`src/hw/rtl/tpag_pkg.sv`:
```
// Package for the tensor permute address generator.
// Holds the field widths, register reset values, register indices and state codes.
// It depends on nothing else.
`default_nettype none

package tpag_pkg;

    localparam int MAX_AXES_DEF  = 8;
    localparam int DIM_BITS_DEF  = 16;
    localparam int ADDR_BITS_DEF = 32;
    localparam int ELEM_BITS_DEF = 64;

    localparam int AXIS_W      = 3;
    localparam int NUM_SLOTS   = 8;
    localparam int SLOT_W      = 16;
    localparam int RANK_W      = 4;
    localparam int DIMS_W      = 64;
    localparam int ORDER_W     = 24;
    localparam int CFG_INDEX_W = 3;
    localparam int CFG_DATA_W  = 64;
    localparam int INDEX_W     = 32;

    localparam logic [RANK_W-1:0]  RANK_RST  = 4'd1;
    localparam logic [DIMS_W-1:0]  DIMS_RST  = 64'h0001_0001_0001_0001;
    localparam logic [ORDER_W-1:0] ORDER_RST = 24'hFAC688;

    typedef enum logic [CFG_INDEX_W-1:0] {
        REG_RANK       = 3'd0,
        REG_DIMS_LOW   = 3'd1,
        REG_DIMS_HIGH  = 3'd2,
        REG_AXIS_ORDER = 3'd3
    } cfg_reg_t;

    typedef enum logic [1:0] {
        ST_STRIDE = 2'd0,
        ST_WRAP   = 2'd1,
        ST_RUN    = 2'd2
    } state_t;

endpackage

`default_nettype wire

```
`src/hw/rtl/tensor_permute_address_gen_top.sv`:
```
// Top level of the tensor permute address generator.
// Takes its constants and types from tpag_pkg.
// Usage:
//   Elements arrive in source row-major order on the input channel (in_valid, in_stall,
//   element). Each beat leaves on the output channel (out_valid, out_stall) with its
//   destination index in the permuted tensor and a flag on the final element.
//   Registers are written on the configuration channel (cfg_valid, cfg_ready, cfg_index,
//   cfg_data); cfg_ready is always high. Indices 0 to 3 select rank, dims_low, dims_high
//   and axis_order; other indices are ignored.
//   Each write to indices 0 to 3, and reset, restarts the odometer and starts a
//   coefficient pass (a stride pass, then a wrap pass, over the axes), during which
//   in_stall is high. The address update is one add of a precomputed increment.
//   After that one element is accepted every cycle while the skid register is empty.
//   Each result is registered when its element is accepted.
//   When the receiver stalls, a skid register holds one more result; in_stall rises only
//   once that register is full, so no result is lost.
`default_nettype none

module tensor_permute_address_gen_top
    import tpag_pkg::*;
#(
    parameter int MAX_AXES  = MAX_AXES_DEF,
    parameter int DIM_BITS  = DIM_BITS_DEF,
    parameter int ADDR_BITS = ADDR_BITS_DEF,
    parameter int ELEM_BITS = ELEM_BITS_DEF
)(
    input  logic                   clk,
    input  logic                   rst_n,
    input  logic                   in_valid,
    output logic                   in_stall,
    input  logic [ELEM_BITS-1:0]   element,
    output logic                   out_valid,
    input  logic                   out_stall,
    output logic [INDEX_W-1:0]     dest_index,
    output logic [ELEM_BITS-1:0]   element_out,
    output logic                   is_last,
    input  logic                   cfg_valid,
    output logic                   cfg_ready,
    input  logic [CFG_INDEX_W-1:0] cfg_index,
    input  logic [CFG_DATA_W-1:0]  cfg_data
);

    localparam int PROD_W = ADDR_BITS + DIM_BITS;
    localparam logic [AXIS_W-1:0] STEP_TOP = AXIS_W'(MAX_AXES - 1);

    logic [RANK_W-1:0]    rank_reg;
    logic [DIMS_W-1:0]    dims_low_reg;
    logic [DIMS_W-1:0]    dims_high_reg;
    logic [ORDER_W-1:0]   axis_order_reg;

    state_t               state_reg, state_next;
    logic [AXIS_W-1:0]    step_reg, step_next;
    logic [ADDR_BITS-1:0] acc_reg, acc_next;
    logic [ADDR_BITS-1:0] wacc_reg, wacc_next;
    logic [ADDR_BITS-1:0] coef_reg [MAX_AXES];
    logic [ADDR_BITS-1:0] coef_next [MAX_AXES];
    logic [ADDR_BITS-1:0] inc_reg [MAX_AXES];
    logic [ADDR_BITS-1:0] inc_next [MAX_AXES];

    logic [DIM_BITS-1:0]  cnt_reg [MAX_AXES];
    logic [DIM_BITS-1:0]  cnt_next [MAX_AXES];
    logic [DIM_BITS:0]    cnt_plus [MAX_AXES];
    logic [ADDR_BITS-1:0] dest_address_reg, dest_address_next;

    logic                 out_valid_reg, skid_valid_reg;
    logic [ADDR_BITS-1:0] out_addr_reg, skid_addr_reg;
    logic [ELEM_BITS-1:0] out_elem_reg, skid_elem_reg;
    logic                 out_last_reg, skid_last_reg;

    logic [DIM_BITS-1:0]  sizes [NUM_SLOTS];
    logic [RANK_W-1:0]    r_eff;
    logic                 cfg_fire, cfg_hit, accept, out_free;
    logic [AXIS_W-1:0]    ord;
    logic                 step_active, src_active;
    logic [PROD_W-1:0]    mul_stride, mul_wrap;
    logic [ADDR_BITS-1:0] coef_sel;
    logic [DIM_BITS-1:0]  size_step;
    logic [ADDR_BITS-1:0] delta;
    logic                 item_last;
    logic                 cnt_in_range;

    assign cfg_ready = 1'b1;
    assign cfg_fire  = cfg_valid & cfg_ready;
    assign in_stall  = (state_reg != ST_RUN) | skid_valid_reg;
    assign accept    = in_valid & ~in_stall;
    assign out_free  = ~out_valid_reg | ~out_stall;

    always_comb
    begin
        cfg_hit = 1'b0;
        if (cfg_fire)
        begin
            unique case (cfg_index)
                REG_RANK, REG_DIMS_LOW, REG_DIMS_HIGH, REG_AXIS_ORDER: cfg_hit = 1'b1;
                default: cfg_hit = 1'b0;
            endcase
        end
    end

    always_ff @(posedge clk or negedge rst_n)
    begin
        if (!rst_n)
        begin
            rank_reg       <= RANK_RST;
            dims_low_reg   <= DIMS_RST;
            dims_high_reg  <= DIMS_RST;
            axis_order_reg <= ORDER_RST;
        end
        else if (cfg_fire)
        begin
            unique case (cfg_index)
                REG_RANK:       rank_reg       <= cfg_data[RANK_W-1:0];
                REG_DIMS_LOW:   dims_low_reg   <= cfg_data[DIMS_W-1:0];
                REG_DIMS_HIGH:  dims_high_reg  <= cfg_data[DIMS_W-1:0];
                REG_AXIS_ORDER: axis_order_reg <= cfg_data[ORDER_W-1:0];
                default: ;
            endcase
        end
    end

    // A size of zero counts as one; rank is clamped to the range 1 to MAX_AXES.
    always_comb
    begin
        for (int s = 0; s < NUM_SLOTS; s++)
        begin
            if (s < NUM_SLOTS / 2)
                sizes[s] = dims_low_reg[SLOT_W * s +: DIM_BITS];
            else
                sizes[s] = dims_high_reg[SLOT_W * (s - NUM_SLOTS / 2) +: DIM_BITS];
            if (sizes[s] == '0)
                sizes[s] = DIM_BITS'(1);
        end
        if (rank_reg == '0)
            r_eff = RANK_W'(1);
        else if (rank_reg > RANK_W'(MAX_AXES))
            r_eff = RANK_W'(MAX_AXES);
        else
            r_eff = rank_reg;
    end

    // The first pass gathers each source axis's address coefficient; the second turns them
    // into the address increment for a carry that stops at that axis.
    always_comb
    begin
        state_next = state_reg;
        step_next  = step_reg;
        acc_next   = acc_reg;
        wacc_next  = wacc_reg;
        coef_next  = coef_reg;
        inc_next   = inc_reg;

        ord         = axis_order_reg[AXIS_W * step_reg +: AXIS_W];
        step_active = ({1'b0, step_reg} < r_eff);
        src_active  = ({1'b0, ord} < r_eff);
        size_step   = sizes[step_reg];
        coef_sel    = '0;
        for (int j = 0; j < MAX_AXES; j++)
        begin
            if (AXIS_W'(j) == step_reg)
                coef_sel = coef_reg[j];
        end
        mul_stride = {{DIM_BITS{1'b0}}, acc_reg} * {{ADDR_BITS{1'b0}}, sizes[ord]};
        mul_wrap   = {{DIM_BITS{1'b0}}, coef_sel}
                   * {{ADDR_BITS{1'b0}}, size_step - DIM_BITS'(1)};

        unique case (state_reg)
            ST_STRIDE:
            begin
                if (step_active && src_active)
                begin
                    for (int j = 0; j < MAX_AXES; j++)
                    begin
                        if (AXIS_W'(j) == ord)
                            coef_next[j] = coef_reg[j] + acc_reg;
                    end
                    acc_next = mul_stride[ADDR_BITS-1:0];
                end
                if (step_reg == '0)
                begin
                    state_next = ST_WRAP;
                    step_next  = STEP_TOP;
                    wacc_next  = '0;
                end
                else
                    step_next = step_reg - AXIS_W'(1);
            end
            ST_WRAP:
            begin
                if (step_active)
                begin
                    for (int j = 0; j < MAX_AXES; j++)
                    begin
                        if (AXIS_W'(j) == step_reg)
                            inc_next[j] = coef_sel - wacc_reg;
                    end
                    wacc_next = wacc_reg + mul_wrap[ADDR_BITS-1:0];
                end
                if (step_reg == '0)
                    state_next = ST_RUN;
                else
                    step_next = step_reg - AXIS_W'(1);
            end
            ST_RUN: ;
            default: state_next = ST_STRIDE;
        endcase

        if (cfg_hit)
        begin
            state_next = ST_STRIDE;
            step_next  = STEP_TOP;
            acc_next   = ADDR_BITS'(1);
            for (int j = 0; j < MAX_AXES; j++)
                coef_next[j] = '0;
        end
    end

    always_ff @(posedge clk or negedge rst_n)
    begin
        if (!rst_n)
        begin
            state_reg <= ST_STRIDE;
            step_reg  <= STEP_TOP;
            acc_reg   <= ADDR_BITS'(1);
            wacc_reg  <= '0;
            for (int j = 0; j < MAX_AXES; j++)
                coef_reg[j] <= '0;
        end
        else
        begin
            state_reg <= state_next;
            step_reg  <= step_next;
            acc_reg   <= acc_next;
            wacc_reg  <= wacc_next;
            coef_reg  <= coef_next;
        end
    end

    always_ff @(posedge clk)
    begin
        inc_reg <= inc_next;
    end

    // The carry runs from the last axis towards axis 0.
    always_comb
    begin
        cnt_next  = cnt_reg;
        delta     = '0;
        item_last = 1'b1;
        for (int j = 0; j < MAX_AXES; j++)
            cnt_plus[j] = {1'b0, cnt_reg[j]} + (DIM_BITS + 1)'(1);
        for (int j = MAX_AXES - 1; j >= 0; j--)
        begin
            if ((j < int'(r_eff)) && item_last)
            begin
                if (cnt_plus[j] >= {1'b0, sizes[j]})
                    cnt_next[j] = '0;
                else
                begin
                    cnt_next[j] = cnt_plus[j][DIM_BITS-1:0];
                    delta       = inc_reg[j];
                    item_last   = 1'b0;
                end
            end
        end
        dest_address_next = item_last ? '0 : dest_address_reg + delta;
    end

    always_ff @(posedge clk or negedge rst_n)
    begin
        if (!rst_n)
        begin
            dest_address_reg <= '0;
            for (int j = 0; j < MAX_AXES; j++)
                cnt_reg[j] <= '0;
        end
        else if (cfg_hit)
        begin
            dest_address_reg <= '0;
            for (int j = 0; j < MAX_AXES; j++)
                cnt_reg[j] <= '0;
        end
        else if (accept)
        begin
            dest_address_reg <= dest_address_next;
            cnt_reg          <= cnt_next;
        end
    end

    always_ff @(posedge clk or negedge rst_n)
    begin
        if (!rst_n)
        begin
            out_valid_reg  <= 1'b0;
            skid_valid_reg <= 1'b0;
        end
        else if (accept)
        begin
            if (out_free)
                out_valid_reg <= 1'b1;
            else
                skid_valid_reg <= 1'b1;
        end
        else if (out_free)
        begin
            out_valid_reg  <= skid_valid_reg;
            skid_valid_reg <= 1'b0;
        end
    end

    always_ff @(posedge clk)
    begin
        if (accept && out_free)
        begin
            out_addr_reg <= dest_address_reg;
            out_elem_reg <= element;
            out_last_reg <= item_last;
        end
        else if (!accept && out_free && skid_valid_reg)
        begin
            out_addr_reg <= skid_addr_reg;
            out_elem_reg <= skid_elem_reg;
            out_last_reg <= skid_last_reg;
        end
        if (accept && !out_free)
        begin
            skid_addr_reg <= dest_address_reg;
            skid_elem_reg <= element;
            skid_last_reg <= item_last;
        end
    end

    assign out_valid   = out_valid_reg;
    assign dest_index  = INDEX_W'(out_addr_reg);
    assign element_out = out_elem_reg;
    assign is_last     = out_last_reg;

    always_comb
    begin
        cnt_in_range = 1'b1;
        for (int j = 0; j < MAX_AXES; j++)
        begin
            if ((j < int'(r_eff)) && (cnt_reg[j] >= sizes[j]))
                cnt_in_range = 1'b0;
        end
    end

    a_skid_behind_out: assert property (@(posedge clk) disable iff (!rst_n)
        skid_valid_reg |-> out_valid_reg)
        else $error("Skid register holds a beat while the output register is empty.");

    a_cfg_blocks_input: assert property (@(posedge clk) disable iff (!rst_n)
        cfg_hit |=> in_stall)
        else $error("Input accepted straight after a register write.");

    a_last_restarts: assert property (@(posedge clk) disable iff (!rst_n)
        (accept && item_last && !cfg_hit) |=> (dest_address_reg == '0))
        else $error("Address did not return to zero after the final element.");

    a_counters_in_range: assert property (@(posedge clk) disable iff (!rst_n)
        (state_reg == ST_RUN) |-> cnt_in_range)
        else $error("An axis counter has reached its axis size.");

endmodule

`default_nettype wire
```
`config.mk`:
```
export PLATFORM = sky130hd
export DESIGN_NAME = tensor_permute_address_gen_top
export DESIGN_NICKNAME = d
export VERILOG_FILES = /design/src/hw/rtl/tpag_pkg.sv /design/src/hw/rtl/tensor_permute_address_gen_top.sv
export SDC_FILE = /design/constraint.sdc
export NUM_CORES = 2
export LEC_CHECK = 0
export ABC_AREA = 1
export BUFFER_PORTS_ARGS = -buffer_cell sky130_fd_sc_hd__buf_2
export CELL_PAD_IN_SITES_DETAIL_PLACEMENT = 1
export CELL_PAD_IN_SITES_GLOBAL_PLACEMENT = 1
export CORE_MARGIN = 2
export CORE_UTILIZATION = 30
export DETAILED_ROUTE_END_ITERATION = 10
export HOLD_SLACK_MARGIN = 0.03
export PLACE_DENSITY = 0.65
export SKIP_LAST_GASP = 1
export SYNTH_ARGS = -nofsm -noshare
export SYNTH_HDL_FRONTEND = slang
export SYNTH_SLANG_ARGS = --single-unit
```
`constraint.sdc`:
```
create_clock -name clk -period 11 [get_ports clk]
set_clock_uncertainty 0.05 [all_clocks]
set_input_delay 2.2 -clock clk [delete_from_list [all_inputs] [get_ports clk]]
set_output_delay 2.2 -clock clk [all_outputs]
set_load 0.01 [all_outputs]
```
======== After elaboration in Yosys (flattened, before gate mapping) ========
Cells that the tools add are included.
word-level totals
  input bits .............................. 136
  output and inout bits ................... 100
  flip-flop bits (word level) ............. 1093
  latch bits .............................. 0
  ROM bits ................................ 0
  memory bits (writable) .................. 0
  word-level logic and storage cells ...... 322
  memories ................................ 0
operators by class
  order comparisons ....................... 21
  multiply operators ...................... 3
  div/mod/pow operators ................... 0
  multiplexer cells ....................... 116
  shifts and indexed selects .............. 1
  bitwise operators ....................... 8
  add/sub/neg operators ................... 21
  reductions and logical operators ........ 84
  equal/unequal tests ..................... 27
operators by type and width
  kind                                                                   number
  32-bit 2-to-1 mux                                                      42
  256-bit 2-to-1 mux                                                     3
  16-bit 2-to-1 mux                                                      28
  32-bit adder                                                           10
  128-bit 2-to-1 mux                                                     2
  16-bit by 1-bit adder with 17-bit output (second input constant)       8
  17-bit by 16-bit >= comparator with 1-bit output                       8
  16-bit zero test                                                       8
  64-bit 2-to-1 mux                                                      2
  16-bit binary-select mux with 3-bit select                             2
  32-bit by 16-bit multiplier with 32-bit output                         2
  32-bit one-hot mux with 2 select lines                                 1
  3-bit AND reduction                                                    18
  2-bit nonzero test                                                     22
  32-bit subtractor                                                      1
  2-bit AND reduction                                                    15
  1-bit 2-to-1 mux                                                       26
  3-bit equality test (first input constant)                             8
  24-bit by 6-bit indexed part select with 3-bit output                  1
  3-bit by 4-bit < comparator with 1-bit output (first input constant)   4
  16-bit by 1-bit subtractor with 16-bit output (second input constant)  1
  2-bit by 3-bit equality test with 1-bit output (first input constant)  4
  1-bit logical AND                                                      12
  2-bit inequality test (second input constant)                          5
  28 further kinds                                                       48

======== Logic depth before layout (Yosys ltp) ========
  depth in word-level cells ............... 23
  gate-level depth with buffers ........... 52
  gate-level depth less buffers ........... 52

======== Worst setup path after synthesis ========
OpenSTA, ideal clock, no wires.
  path type ............................... register -> register
  start ................................... register step_reg[0]
  end ..................................... register wacc_reg[30]
  path slack .............................. 2747 ps
  stages on the path, launching flop included .. 43
  library setup time ...................... 126 ps
  arrival ................................. 8077 ps
  clock period less this slack ............ 8253 ps
  cells stage by stage .................... dfstp_2 > buf_6 > inv_2 > buf_6 > buf_6 > buf_6 > ha_1 > nand2_1 > clkbuf_1 > clkbuf_1 > o21ai_0 > a21oi_1 > nor4_1 > o221ai_1 > o21ai_0 > inv_1 > buf_1 > nand2_1 > (+7 left out) > inv_1 > fa_1 > inv_1 > fa_1 > ha_1 > a21oi_1 > o21ai_0 > a21oi_1 > o21bai_1 > a21oi_1 > o21ai_1 > a21boi_0 > nor2_1 > nor2_1 > o21bai_1 > or2_1 > nand3_1 > o21ai_1
between the ends
  longest elaborated chain between the ends .. 13
ends and longest elaborated chain
  what                                                                                                     RTL line                               source
  start, declared                                                                                          tensor_permute_address_gen_top.sv:52   logic [AXIS_W-1:0] step_reg, step_next;
  start signal, assigned                                                                                   tensor_permute_address_gen_top.sv:231  step_reg <= step_next;
  parallel branches: the longest is 13 deep, another holds 32-bit by 16-bit multiplier with 32-bit output  -
  end signal, assigned                                                                                     tensor_permute_address_gen_top.sv:233  wacc_reg <= wacc_next;
  end, declared                                                                                            tensor_permute_address_gen_top.sv:54   logic [ADDR_BITS-1:0] wacc_reg, wacc_next;
Several ways; the timed one is not identified. The select of a mux whose other input is x is not followed.
A chain may end at the register's enable or synchronous reset.

======== Worst setup path after layout ========
  start ................................... register step_reg[0]
  end ..................................... register acc_reg[31]
between the ends
  longest elaborated chain between the ends .. 10
ends and longest elaborated chain
  what                                                    RTL line                               source
  2-bit by 3-bit multiplier with 5-bit output             tensor_permute_address_gen_top.sv:152  ord = axis_order_reg[AXIS_W * step_reg +: AXIS_W];
  24-bit by 6-bit indexed part select with 3-bit output   tensor_permute_address_gen_top.sv:152
  3-bit inverter with 4-bit output (not written as such)  tensor_permute_address_gen_top.sv:162  mul_stride = {{DIM_BITS{1'b0}}, acc_reg} * {{ADDR_BITS{1'b0}}, sizes[ord]};
  16-bit binary-select mux with 3-bit select              tensor_permute_address_gen_top.sv:162
  16-bit 2-to-1 mux (not written as such) (2 in a row)    tensor_permute_address_gen_top.sv:162
  32-bit by 16-bit multiplier with 32-bit output          tensor_permute_address_gen_top.sv:162
  32-bit 2-to-1 mux                                       tensor_permute_address_gen_top.sv:169  if (step_active && src_active)
  32-bit 2-to-1 mux                                       tensor_permute_address_gen_top.sv:166  unique case (state_reg)
  32-bit 2-to-1 mux                                       tensor_permute_address_gen_top.sv:207  if (cfg_hit)
  end signal, assigned                                    tensor_permute_address_gen_top.sv:232  acc_reg <= acc_next;
  end, declared                                           tensor_permute_address_gen_top.sv:53   logic [ADDR_BITS-1:0] acc_reg, acc_next;
Parallel ways exist; a longest one is shown, timed or not. The select of a mux whose other input is x is not followed.

==> flow_metrics.py <==
metrics = {
    "synthesis": {
        "synthCells": 11050,
        "yosysTopAreaCellShare_pct": 17.22,
        "synth_fa_ha_area_share_pct": 22.69,
        "ys_warn_count": 0,
        "syn_nets": 12430,
        "synth_edf_count": 450,
        "syn_avg_cell_area_um2": 8.127,
        "synth_compound_area_share_pct": 12.57,
        "synth_xor_area_share_pct": 2.517,
        "synthesis.area_mm2": 0.08981,
        "synthArstFlopShare_pct": 58.83,
        "synthTopCellsByArea": "dfrtp_1 17%, edfxtp_1 15%, fa_1 14%",
        "synth_top_family_by_area": "adder cells",
        "yosysSeqAreaShare_pct": 33.00,
        "synth.distinct_cells": 81,
        "synthFlopType": "dfrtp_1",
        "synth-seq-cells": 1093,
        "muxShareOfSynthArea_pct": 0.04458,
        "synth-simple-area-share_pct": 19.43,
        "yosysTopAreaCell": "dfrtp_1",
    },
    "layout": {
        "syn_to_final_growth_pct": 11.87,
        "fin_cells": 15290,
        "fin_nets": 12610,
        "final_cell_mix": "2711 x nand2_1, 1845 x inv_1, 785 x nor2_1",
        "final_common_cell": "nand2_1",
        "n_fill_cell": 35650,
        "multiInputGateArea_mm2": 0.05158,
        "drive_gt1_share_pct": 6.948,
        "finish.utilization_pct": 33.80,
        "regArea_mm2": 0.02964,
    },
    "outcome": {
        "outcome": "finished clean",
    },
    "min_path": {
        "min_to": "skid_addr_reg[7]",
        "hp-class": "reg -> reg",
        "whs_path_depth": 0,
        "min_from": "dest_address_reg[7]",
    },
    "timing": {
        "max_freq_mhz": 97.10,
        "hold_violations": 0,
        "period_share_pct": 93.62,
        "worstMarginPinSlew_ns": 1.202,
        "rsz0062_at_grt": "no",
        "finalSetupViolations": 0,
        "slew_viol_final": 0,
        "period_needed_ns": 10.30,
        "hold-worst-slack_ns": 0.4334,
        "fin_setup_tns_ns": 0,
        "slew_headroom_pct": 19.31,
    },
    "worst_setup_path": {
        "timing.rr.end": "acc_reg[31]",
        "arrival_ns": 10.97,
        "rrSetupSlack_ns": 0.70,
        "crit_top_cell": "nand2_1",
        "rr_worst_depth": 39,
        "endpoint_kind": "register",
        "cp-startpoint": "step_reg[0]",
        "critical-path-slowest-cell": "nand2_2",
        "crit_fanout": 81,
        "cp-start-kind": "register",
        "required_ns": 11.67,
        "max_stage_delay_ns": 0.67,
        "reg2reg_from": "step_reg[0]",
        "critPathKind": "reg -> reg",
    },
    "clock_tree": {
        "cts_tree": "done",
        "cts_resized": 0,
        "post_cts_buffers": 0,
        "cts_made_buffers": 149,
        "clock_path_buffers": 4,
        "path_clk_slew_ns": 0.06,
        "cts_sinks": 1093,
        "root_buffer": "clkbuf_16",
        "cts-htree-levels": 4,
        "insertion_delay_ns": 0.83,
        "cts-hold-fix-buffers": 0,
    },
    "floorplan": {
        "start_util_pct": 30.21,
        "dieArea_mm2": 0.3038,
        "num_rows": 200,
        "core-area_mm2": 0.2973,
        "die_y_um": 551.1,
        "pin_count": 236,
        "die_x_um": 551.1,
    },
    "placement": {
        "io_buffers": 234,
        "gp_congestion": 0.9288,
        "dpl.cell_count": 15020,
        "hpwlAfterDp_um": 266200,
    },
    "grt": {
        "grt_max_degree": 165,
        "grt_pass1_wl_um": 531500,
        "gr-total-overflow": 0,
        "track_usage_pct": 22.92,
        "grt_pass1_vias": 84350,
        "antenna_found_initial": 15,
    },
    "route": {
        "drt-vias-per-instance": 5.154,
        "vias": 78810,
        "first_pass_iters": 5,
        "drtIter0Drc": 5456,
        "post_drt_wl_per_cell_um": 22.97,
        "drt_wl_total_um": 351200,
        "drc_errors": 0,
        "final_antenna_net_count": 0,
    },
    "flow_run": {
        "maxCapViolations": 0,
    },
}
## critical path: cells and delay by family (launching register included)
kind            cells  cell delay [ns]
fa+ha+maj           7             3.44
buf+inv             8             1.62
simple gates       20             3.73
compound gates      4             0.70
flops               1             0.59
## layout make-up
cell class / count / area share [%]
clock buffers: 200 / 4.031
multi-input cells: 7703 / 51.33
flip-flops and latches: 1093 / 29.50
clock inverters: 59 / 0.7011
inverters: 1897 / 7.090
well taps: 3939 / 4.905
repair buffers: 390 / 2.416
diodes: 9 / 0.02242
## worst max path at each step
stage | end | slack [ns] | depth (start not counted)
3_3_place_gp | wacc_reg[30] | 1.08 | 39
5_1_grt | acc_reg[31] | 0.22 | 39
4_1_cts | acc_reg[31] | 0.87 | 39
3_5_place_dp | acc_reg[31] | 0.91 | 39
6_report | acc_reg[31] | 0.70 | 39
2_1_floorplan | wacc_reg[30] | 2.75 | 42
## through the flow
stage	setup WS (ns)	cell area [um^2]
2_1_floorplan	2.747	89810
3_3_place_gp	1.080	95690
3_5_place_dp	0.9138	95690
4_1_cts	0.8747	100400
5_1_grt	0.2169	100500
6_report	0.7013	100500
## logic make-up (layout without fill, tap and decap cells)
kind of cell	after synthesis	count (layout)
XOR/XNOR	256	256
other	1	10
adder cells (fa/ha/maj)	1240	1240
AND/OR/NAND/NOR	4266	4266
buffers and inverters	2255	2546
multiplexers	4	4
AO/OA/AOI/OAI	1936	1936
flip-flops	1093	1093
## layer usage
metal | GRT usage (%) | up-vias | part of all wire, %
met5 | 0 | - | 0.0074
met4 | 7.579 | 4 | 3.6
met3 | 2.534 | 500 | 4.7
met2 | 38.89 | 1917 | 47
met1 | 30.33 | 40250 | 45
li1 | - | 36140 | -
## Yosys cell counts, types with 22 or more instances
cell	number
buf_4	22
a21oi_1	526
inv_2	38
a31oi_1	28
o211ai_1	63
o21ai_1	103
o21ai_0	653
fa_1	648
a21o_1	26
nand2_1	2715
ha_1	592
xor2_1	189
dfstp_2	25
edfxtp_1	450
o21bai_1	37
xnor2_1	66
o22ai_1	193
o221ai_1	32
a221oi_1	31
nand4_1	151
inv_1	1847
nor2_1	798
nor4_1	37
o21a_1	27
buf_2	63
nand3_1	390
nor3_1	76
o31ai_1	61
dfrtp_1	618
clkbuf_1	240
a22oi_1	40
Power is left out: the tool's default activity adds up to more than one toggle a clock period on the data nets, which glitch-free logic cannot reach.
